[src/rtl/ftfp_pkg.sv]
// ----------------------------------------------------------------------------
// ftfp_pkg: shared types and constants for the fixed tick frame pacer
// Command and action codes plus the fixed register widths.
// ----------------------------------------------------------------------------
`timescale 1ns / 1ps

package ftfp_pkg;

   // register widths fixed by the register map
   localparam int PERIOD_W = 32;
   localparam int CATCH_W  = 16;
   localparam int LIMIT_W  = PERIOD_W + CATCH_W;

   localparam logic [PERIOD_W-1:0] PERIOD_RST = 32'd16667;
   localparam logic [CATCH_W-1:0]  CATCH_RST  = 16'd8;

   // CSR map, word index (paddr[2])
   localparam logic REG_TICK_PERIOD  = 1'b0;
   localparam logic REG_MAX_CATCH_UP = 1'b1;

   typedef enum logic [1:0] {
      CMD_ENABLE  = 2'd0,
      CMD_DISABLE = 2'd1,
      CMD_HOLD    = 2'd2,
      CMD_FRAME   = 2'd3
   } cmd_type;

   typedef enum logic [2:0] {
      ACT_DISABLED = 3'd0,
      ACT_HELD     = 3'd1,
      ACT_REBASED  = 3'd2,
      ACT_SKIP     = 3'd3,
      ACT_WAIT     = 3'd4,
      ACT_ON_TIME  = 3'd5
   } action_type;

endpackage

[src/rtl/fixed_tick_frame_pacer.sv]
// ----------------------------------------------------------------------------
// fixed_tick_frame_pacer: fixed-rate tick scheduler for a frame loop
// Throughput: one transaction per cycle while the response is not stalled.
// An accepted req transaction enters the input register; a frame then loads
// its result into the result register, which drives rsp_tvalid; the frame
// decision is a single add / subtract / compare pass between the two.
// Reset: synchronous, active high; clears run/hold state, tick and event
// counters and origin; tick_period returns to 16667, max_catch_up to 8.
// ----------------------------------------------------------------------------
`timescale 1ns / 1ps

module fixed_tick_frame_pacer
   import ftfp_pkg::*;
#(
   parameter int TIME_BITS  = 48,
   parameter int COUNT_BITS = 32,
   localparam int REQ_RAW   = TIME_BITS + 1,
   localparam int REQ_W     = ((REQ_RAW + 7) / 8) * 8,
   localparam int RSP_RAW   = 4 * COUNT_BITS + TIME_BITS,
   localparam int RSP_W     = ((RSP_RAW + 7) / 8) * 8
) (
   input  logic             clock,
   input  logic             reset,

   // request stream
   input  logic             req_tvalid,
   output logic             req_tready,
   // tdata, low bit up: now_time, hold_value, zero pad
   input  logic [REQ_W-1:0] req_tdata,
   // tuser: command
   input  logic [1:0]       req_tuser,

   // response stream
   output logic             rsp_tvalid,
   input  logic             rsp_tready,
   // tdata, low bit up: tick_number, wait_deadline, skip_count, wait_count,
   // rebase_count, zero pad
   output logic [RSP_W-1:0] rsp_tdata,
   // tuser: action
   output logic [2:0]       rsp_tuser,

   // CSR port
   input  logic             csr_psel,
   input  logic             csr_penable,
   input  logic             csr_pwrite,
   input  logic [2:0]       csr_paddr,
   input  logic [31:0]      csr_pwdata,
   output logic [31:0]      csr_prdata,
   output logic             csr_pready
);

   // compare width: big enough for both lag (TIME_BITS) and limit (48 bits)
   localparam int CMP_W = (TIME_BITS > LIMIT_W) ? TIME_BITS : LIMIT_W;

   // ------------------------------------------------------------------
   // configuration registers
   // ------------------------------------------------------------------
   logic [PERIOD_W-1:0] tick_period_ff;
   logic [CATCH_W-1:0]  max_catch_up_ff;
   logic [LIMIT_W-1:0]  limit_ff;       // max_catch_up * tick_period
   logic                csr_wr;

   assign csr_pready = 1'b1;
   assign csr_wr     = csr_psel & csr_penable & csr_pwrite;

   always_ff @(posedge clock) begin
      if (reset) begin
         tick_period_ff  <= PERIOD_RST;
         max_catch_up_ff <= CATCH_RST;
      end else if (csr_wr) begin
         unique case (csr_paddr[2])
            REG_TICK_PERIOD:  tick_period_ff  <= csr_pwdata;
            REG_MAX_CATCH_UP: max_catch_up_ff <= csr_pwdata[CATCH_W-1:0];
            default:          ;
         endcase
      end
   end

   // catch-up limit only moves with config, so the product is registered off
   // the datapath; user must write config only while block is idle, unchecked
   always_ff @(posedge clock) begin
      limit_ff <= LIMIT_W'(tick_period_ff) * LIMIT_W'(max_catch_up_ff);
   end

   always_comb begin
      unique case (csr_paddr[2])
         REG_TICK_PERIOD:  csr_prdata = tick_period_ff;
         REG_MAX_CATCH_UP: csr_prdata = {{(32-CATCH_W){1'b0}}, max_catch_up_ff};
         default:          csr_prdata = '0;
      endcase
   end

   // ------------------------------------------------------------------
   // input register
   // ------------------------------------------------------------------
   logic                 in_valid_ff;
   cmd_type              in_cmd_ff;
   logic [TIME_BITS-1:0] in_now_ff;
   logic                 in_hold_ff;
   logic                 in_fire;      // stage leaves this cycle
   logic                 out_free;

   assign out_free   = !rsp_tvalid || rsp_tready;
   // frames need the result register, other commands retire silently
   assign in_fire    = in_valid_ff && (in_cmd_ff != CMD_FRAME || out_free);
   assign req_tready = !in_valid_ff || in_fire;

   always_ff @(posedge clock) begin
      if (reset) begin
         in_valid_ff <= 1'b0;
      end else if (req_tready) begin
         in_valid_ff <= req_tvalid;
      end
   end

   always_ff @(posedge clock) begin
      if (req_tvalid && req_tready) begin
         in_cmd_ff  <= cmd_type'(req_tuser);
         in_now_ff  <= req_tdata[TIME_BITS-1:0];
         in_hold_ff <= req_tdata[TIME_BITS];
      end
   end

   // ------------------------------------------------------------------
   // pacer state
   // ------------------------------------------------------------------
   logic                  running_ff,  running_in;
   logic                  holding_ff,  holding_in;
   logic [COUNT_BITS-1:0] tick_ff,     tick_in;
   logic [TIME_BITS-1:0]  origin_ff,   origin_in;
   logic [TIME_BITS-1:0]  due_ff,      due_in;     // tick_ff * period
   logic [COUNT_BITS-1:0] skipped_ff,  skipped_in;
   logic [COUNT_BITS-1:0] waited_ff,   waited_in;
   logic [COUNT_BITS-1:0] rebased_ff,  rebased_in;

   // frame datapath
   logic [TIME_BITS-1:0]  due_next;
   logic [TIME_BITS-1:0]  elapsed;
   logic [TIME_BITS-1:0]  lag;
   logic                  behind;
   logic                  over_limit;
   logic                  over_period;

   // result fields
   logic [COUNT_BITS-1:0] res_tick;
   action_type            res_action;
   logic [TIME_BITS-1:0]  res_deadline;

   assign due_next    = due_ff + TIME_BITS'(tick_period_ff);
   assign elapsed     = in_now_ff - origin_ff;
   assign lag         = elapsed - due_next;
   assign behind      = elapsed > due_next;
   assign over_limit  = CMP_W'(lag) > CMP_W'(limit_ff);
   assign over_period = lag > TIME_BITS'(tick_period_ff);

   always_comb begin
      running_in   = running_ff;
      holding_in   = holding_ff;
      tick_in      = tick_ff;
      origin_in    = origin_ff;
      due_in       = due_ff;
      skipped_in   = skipped_ff;
      waited_in    = waited_ff;
      rebased_in   = rebased_ff;
      res_tick     = '0;
      res_action   = ACT_DISABLED;
      res_deadline = '0;

      unique case (in_cmd_ff)
         CMD_ENABLE: begin
            running_in = 1'b1;
            holding_in = 1'b0;
            tick_in    = '0;
            due_in     = '0;
            skipped_in = '0;
            waited_in  = '0;
            origin_in  = in_now_ff;
         end
         CMD_DISABLE: begin
            if (running_ff) begin
               running_in = 1'b0;
               holding_in = 1'b0;
            end
         end
         CMD_HOLD: begin
            // release re-anchors the origin so counted ticks are due now
            if (in_hold_ff != holding_ff) begin
               holding_in = in_hold_ff;
               if (!in_hold_ff) begin
                  origin_in = in_now_ff - due_ff;
               end
            end
         end
         CMD_FRAME: begin
            priority if (!running_ff) begin
               res_action = ACT_DISABLED;
            end else if (holding_ff) begin
               res_tick   = tick_ff;
               res_action = ACT_HELD;
            end else begin
               res_tick = tick_ff;
               tick_in  = tick_ff + 1'b1;
               due_in   = due_next;
               priority if (behind && over_limit) begin
                  origin_in  = in_now_ff - due_next;
                  rebased_in = rebased_ff + 1'b1;
                  res_action = ACT_REBASED;
               end else if (behind && over_period) begin
                  skipped_in = skipped_ff + 1'b1;
                  res_action = ACT_SKIP;
               end else if (due_next > elapsed) begin
                  waited_in    = waited_ff + 1'b1;
                  res_action   = ACT_WAIT;
                  res_deadline = origin_ff + due_next;
               end else begin
                  res_action = ACT_ON_TIME;
               end
            end
         end
         default: ;
      endcase
   end

   always_ff @(posedge clock) begin
      if (reset) begin
         running_ff <= 1'b0;
         holding_ff <= 1'b0;
         tick_ff    <= '0;
         origin_ff  <= '0;
         due_ff     <= '0;
         skipped_ff <= '0;
         waited_ff  <= '0;
         rebased_ff <= '0;
      end else if (in_fire) begin
         running_ff <= running_in;
         holding_ff <= holding_in;
         tick_ff    <= tick_in;
         origin_ff  <= origin_in;
         due_ff     <= due_in;
         skipped_ff <= skipped_in;
         waited_ff  <= waited_in;
         rebased_ff <= rebased_in;
      end
   end

   // ------------------------------------------------------------------
   // result register
   // ------------------------------------------------------------------
   logic             rsp_valid_ff;
   logic [RSP_W-1:0] rsp_data_ff;
   action_type       rsp_action_ff;
   logic             rsp_load;

   assign rsp_load = in_fire && in_cmd_ff == CMD_FRAME;

   always_ff @(posedge clock) begin
      if (reset) begin
         rsp_valid_ff <= 1'b0;
      end else if (rsp_load) begin
         rsp_valid_ff <= 1'b1;
      end else if (rsp_tready) begin
         rsp_valid_ff <= 1'b0;
      end
   end

   // event counters shown are the post-update values
   always_ff @(posedge clock) begin
      if (rsp_load) begin
         rsp_data_ff   <= RSP_W'({rebased_in, waited_in, skipped_in,
                                  res_deadline, res_tick});
         rsp_action_ff <= res_action;
      end
   end

   assign rsp_tvalid = rsp_valid_ff;
   assign rsp_tdata  = rsp_data_ff;
   assign rsp_tuser  = rsp_action_ff;

endmodule
[config.mk]
export PLATFORM = sky130hd
export DESIGN_NAME = fixed_tick_frame_pacer
export DESIGN_NICKNAME = d
export VERILOG_FILES = /design/src/rtl/ftfp_pkg.sv /design/src/rtl/fixed_tick_frame_pacer.sv
export SDC_FILE = /design/constraint.sdc
export NUM_CORES = 2
export LEC_CHECK = 0
export BUFFER_PORTS_ARGS = -buffer_cell sky130_fd_sc_hd__buf_2
export CAP_MARGIN = 0
export CORE_MARGIN = 4
export CORE_UTILIZATION = 40
export CTS_BUF_LIST = sky130_fd_sc_hd__clkbuf_8
export DETAILED_ROUTE_END_ITERATION = 8
export SYNTH_ARGS = -nofsm -noshare
export SYNTH_HDL_FRONTEND = slang
export SYNTH_SLANG_ARGS = --single-unit
export TNS_END_PERCENT = 5
[constraint.sdc]
create_clock -name clock -period 10.6 [get_ports clock]
set_clock_uncertainty 0.2 [all_clocks]
set_input_delay 2.12 -clock clock [delete_from_list [all_inputs] [get_ports clock]]
set_output_delay 2.12 -clock clock [all_outputs]
set_load 0.05 [all_outputs]
==> results.tsv <==
metric	value	unit
status	finished, final reports clean	
number of global-route vias before repair	42800	
# Max-Cap Violations	0	
final hold vios	0	
Post-synth EDFFs	230	
GPL Wtd Cong	0.922	
CP Capture Type	flip-flop	
Root Buffer	clkbuf_8	
Synth area leaders	fa_1 (16%), edfxtp_1 (13%), dfxtp_1 (13%)	
Rows	131	
Clk Latency, worst-skew pair	820	ps
part of the power in registers	36.5	%
layout cells sized above 1	9.78	%
worst hold path type	reg2reg	
postcts setup bufs	0	
DR WL/cell	19.8	um
DR pass1 iterations	6	
hold path cells	2	
CP bufs+invs	2	
Clock Tree Buf Depth	3	
area leader, netlist	fa_1	
clock slew at the register clock pins of the worst setup and hold paths	60	ps
Post-Syn Instances	5954	
Synth Register Bits	554	
post-synth cell types	96	
Critical Path AT	10610	ps
Antenna Nets Post-Route	0	
TritonCTS clock tree	done	
Rel. slew slack	18.8	%
Pint	4.17	mW
RR Startpoint	origin_ff[1]	
most numerous cell in the Yosys netlist	nand2_1	
sw frac	34.7	%
DP Area	54800	um2
core footprint	128000	um2
Crit Path Max Fanout	30	
Iter 0 DRT Violations	3221	
Design Area, Final	57000	um2
Synth top area share	16.4	%
fin crit period	10150	ps
WS Path Type	reg2reg	
critical-path cell with the highest stage delay	dfxtp_1	
Die Span X	367	um
CP dominant cell by count	a21oi_1	
antenna violations before repair	6	
Leakage Power	22.8	nW
Die H	367	um
Slew @ Worst Pin	1220	ps
Buffers on Ports	303	
Worst Hold End	tick_period_ff[28]	
total track usage	22.9	%
met2 WL	72.3	mm
Largest delay share family, worst path	compound AO/OA/AOI/OAI gates	
Total Die Area	135000	um2
R2R depth	38	
# setup viols final	0	
global-route wire length before repair	244	mm
Sink Count	554	
R2R Path End	rebased_ff[27]	
Post-synth ARST share	0	%
Critical Path Source Type	flip-flop	
# fillers	12600	
synthesized area per cell	8.65	um2
Syn Nets	6903	
max incr delay on CP	480	ps
total gr overflow	0	
Switching Power	2.22	mW
Worst Path Required	11060	ps
fmax	0.0985	GHz
htree depth	3	
hold path start	tick_period_ff[28]	
initial core utilization	40.3	%
CTS Buf Count	102	
met3 wire length	11.0	mm
Top Layer Used	met5	
Pwr per Cell Area	112	nW/um2
vias after detailed routing	43300	
maximum VDD drop	0.0890	mV
Netlist Area Pre-Place	51500	um2
Final period util	95.7	%
vias per std cell	5.47	
DP HPWL	119	mm
final non-filler cell total	7924	
post-synthesis sequential area ratio	26.0	%
fin nets	7120	
Post-synth top flop	dfxtp_1	
area grow syn2layout	10.7	%
max-slew violations	0	
boundary pin count	314	
Clock power frac	34.4	%
dpl cells	7729	
largest net degree at the start of global routing	181	
Metal-1 WL	67.3	mm
combinational share of power	29.0	%
top cell types by occurrence after synthesis	nand2_1 (759), inv_1 (633), nor2_1 (463), a21oi_1 (442), ha_1 (426)	
Routed WL	157	mm
DRC Markers	0	
YS warnings	0	
reg-to-reg slack, setup	450	ps
## stage by stage
stage                     power, mW  TNS, ps  utilization (%)  hold WS, ps  setup WS, ps
after detailed placement       4.20        0             42.9          248           250
after CTS                      6.43        0             44.6          265           209
final                          6.39        0             44.7          263           452
after global placement         4.17        0             42.9          244           415
after floorplan                3.70        0                -          245          2190
after global routing           6.75    -1.01             44.7          288         -1.01
## metal layers
| layer | vias up | track usage, % |
|---|---|---|
| li1 | 20600 | - |
| met1 | 21100 | 29.7 |
| met2 | 1407 | 37.8 |
| met3 | 293 | 4.13 |
| met4 | 10 | 8.88 |
| met5 | - | 0 |
## cells in the final DEF, fill, tap and decap left out, types with 42 or more instances in the layout
| cell | Yosys | layout |
|---|---|---|
| a211oi_1 | 59 | 59 |
| a21o_1 | 156 | 156 |
| a21oi_1 | 442 | 441 |
| and2_1 | 166 | 166 |
| and3_1 | 101 | 101 |
| buf_2 | 9 | 302 |
| buf_4 | 3 | 81 |
| clkbuf_8 | 0 | 117 |
| dfxtp_1 | 324 | 312 |
| edfxtp_1 | 230 | 230 |
| fa_1 | 423 | 423 |
| ha_1 | 426 | 425 |
| inv_1 | 633 | 671 |
| nand2_1 | 759 | 757 |
| nand3_1 | 142 | 142 |
| nand4_1 | 57 | 57 |
| nor2_1 | 463 | 458 |
| nor3_1 | 80 | 80 |
| o21a_1 | 48 | 48 |
| o21ai_0 | 197 | 194 |
| o31ai_1 | 42 | 42 |
| or3_1 | 53 | 53 |
| xnor2_1 | 237 | 237 |
| xor2_1 | 154 | 154 |
## cell families after synthesis
logic type | Yosys count | share of synthesized area (%)
AO/OA/AOI/OAI | 1197 | 14.6
XOR/XNOR | 393 | 6.72
adder cells (fa/ha/maj) | 854 | 26.9
buffers and inverters | 911 | 6.74
flip-flops | 554 | 26.0
multiplexers | 41 | 0.814
other | 1 | 0.00728
AND/OR/NAND/NOR | 2003 | 18.2
## worst max path at each step
stage / from / end / slack [ps] / cells past startpoint
final: origin_ff[1] / rebased_ff[27] / 450 / 38
after global placement: origin_ff[1] / rsp_tdata[160] / 410 / 38
after global routing: origin_ff[1] / rebased_ff[27] / -1 / 38
after CTS: origin_ff[1] / rsp_tdata[162] / 210 / 38
after floorplan: in_now_ff[1] / rebased_ff[23] / 2190 / 37
after detailed placement: origin_ff[1] / rsp_tdata[162] / 250 / 38
## worst min-delay path: stages, from the launching register on
cell	delay, ps
dfxtp_1	310
nand2_1	50
a21oi_1	50
## timing repair
item | CTS | global route
gates resized for setup | 0 | 5
hold buffers | 0 | 0
setup endpoints to repair | 0 | 168
## power groups by stage
stage	logic (mW)	clock network (mW)	registers [mW]
after global routing	2.05	2.36	2.34
after floorplan	1.29	0	2.41
after CTS	1.84	2.26	2.33
after global placement	1.79	0	2.38
after detailed placement	1.83	0	2.38
final	1.85	2.20	2.33
## final cells by class
class | count | area (um2) | area share, %
multi-input combinational | 4489 | 34800 | 61.0
sequential | 554 | 13400 | 23.5
inverter | 637 | 2390 | 4.19
timing repair buffer | 387 | 2190 | 3.84
tap | 1662 | 2080 | 3.65
clock buffer | 117 | 1610 | 2.82
clock inverter | 76 | 582 | 1.02
antenna | 2 | 5.00 | 0.00878
## registers in the layout, indices dropped and copies added, names as in the netlist, 2 cells and up
register,count
waited_ff,32
max_catch_up_ff,16
due_ff,48
rsp_tdata,176
in_now_ff,48
skipped_ff,32
rebased_ff,32
origin_ff,48
tick_period_ff,32
limit_ff,48
in_cmd_ff,2
tick_ff,32
rsp_tuser,3
(Power assumes the default switching activity.)
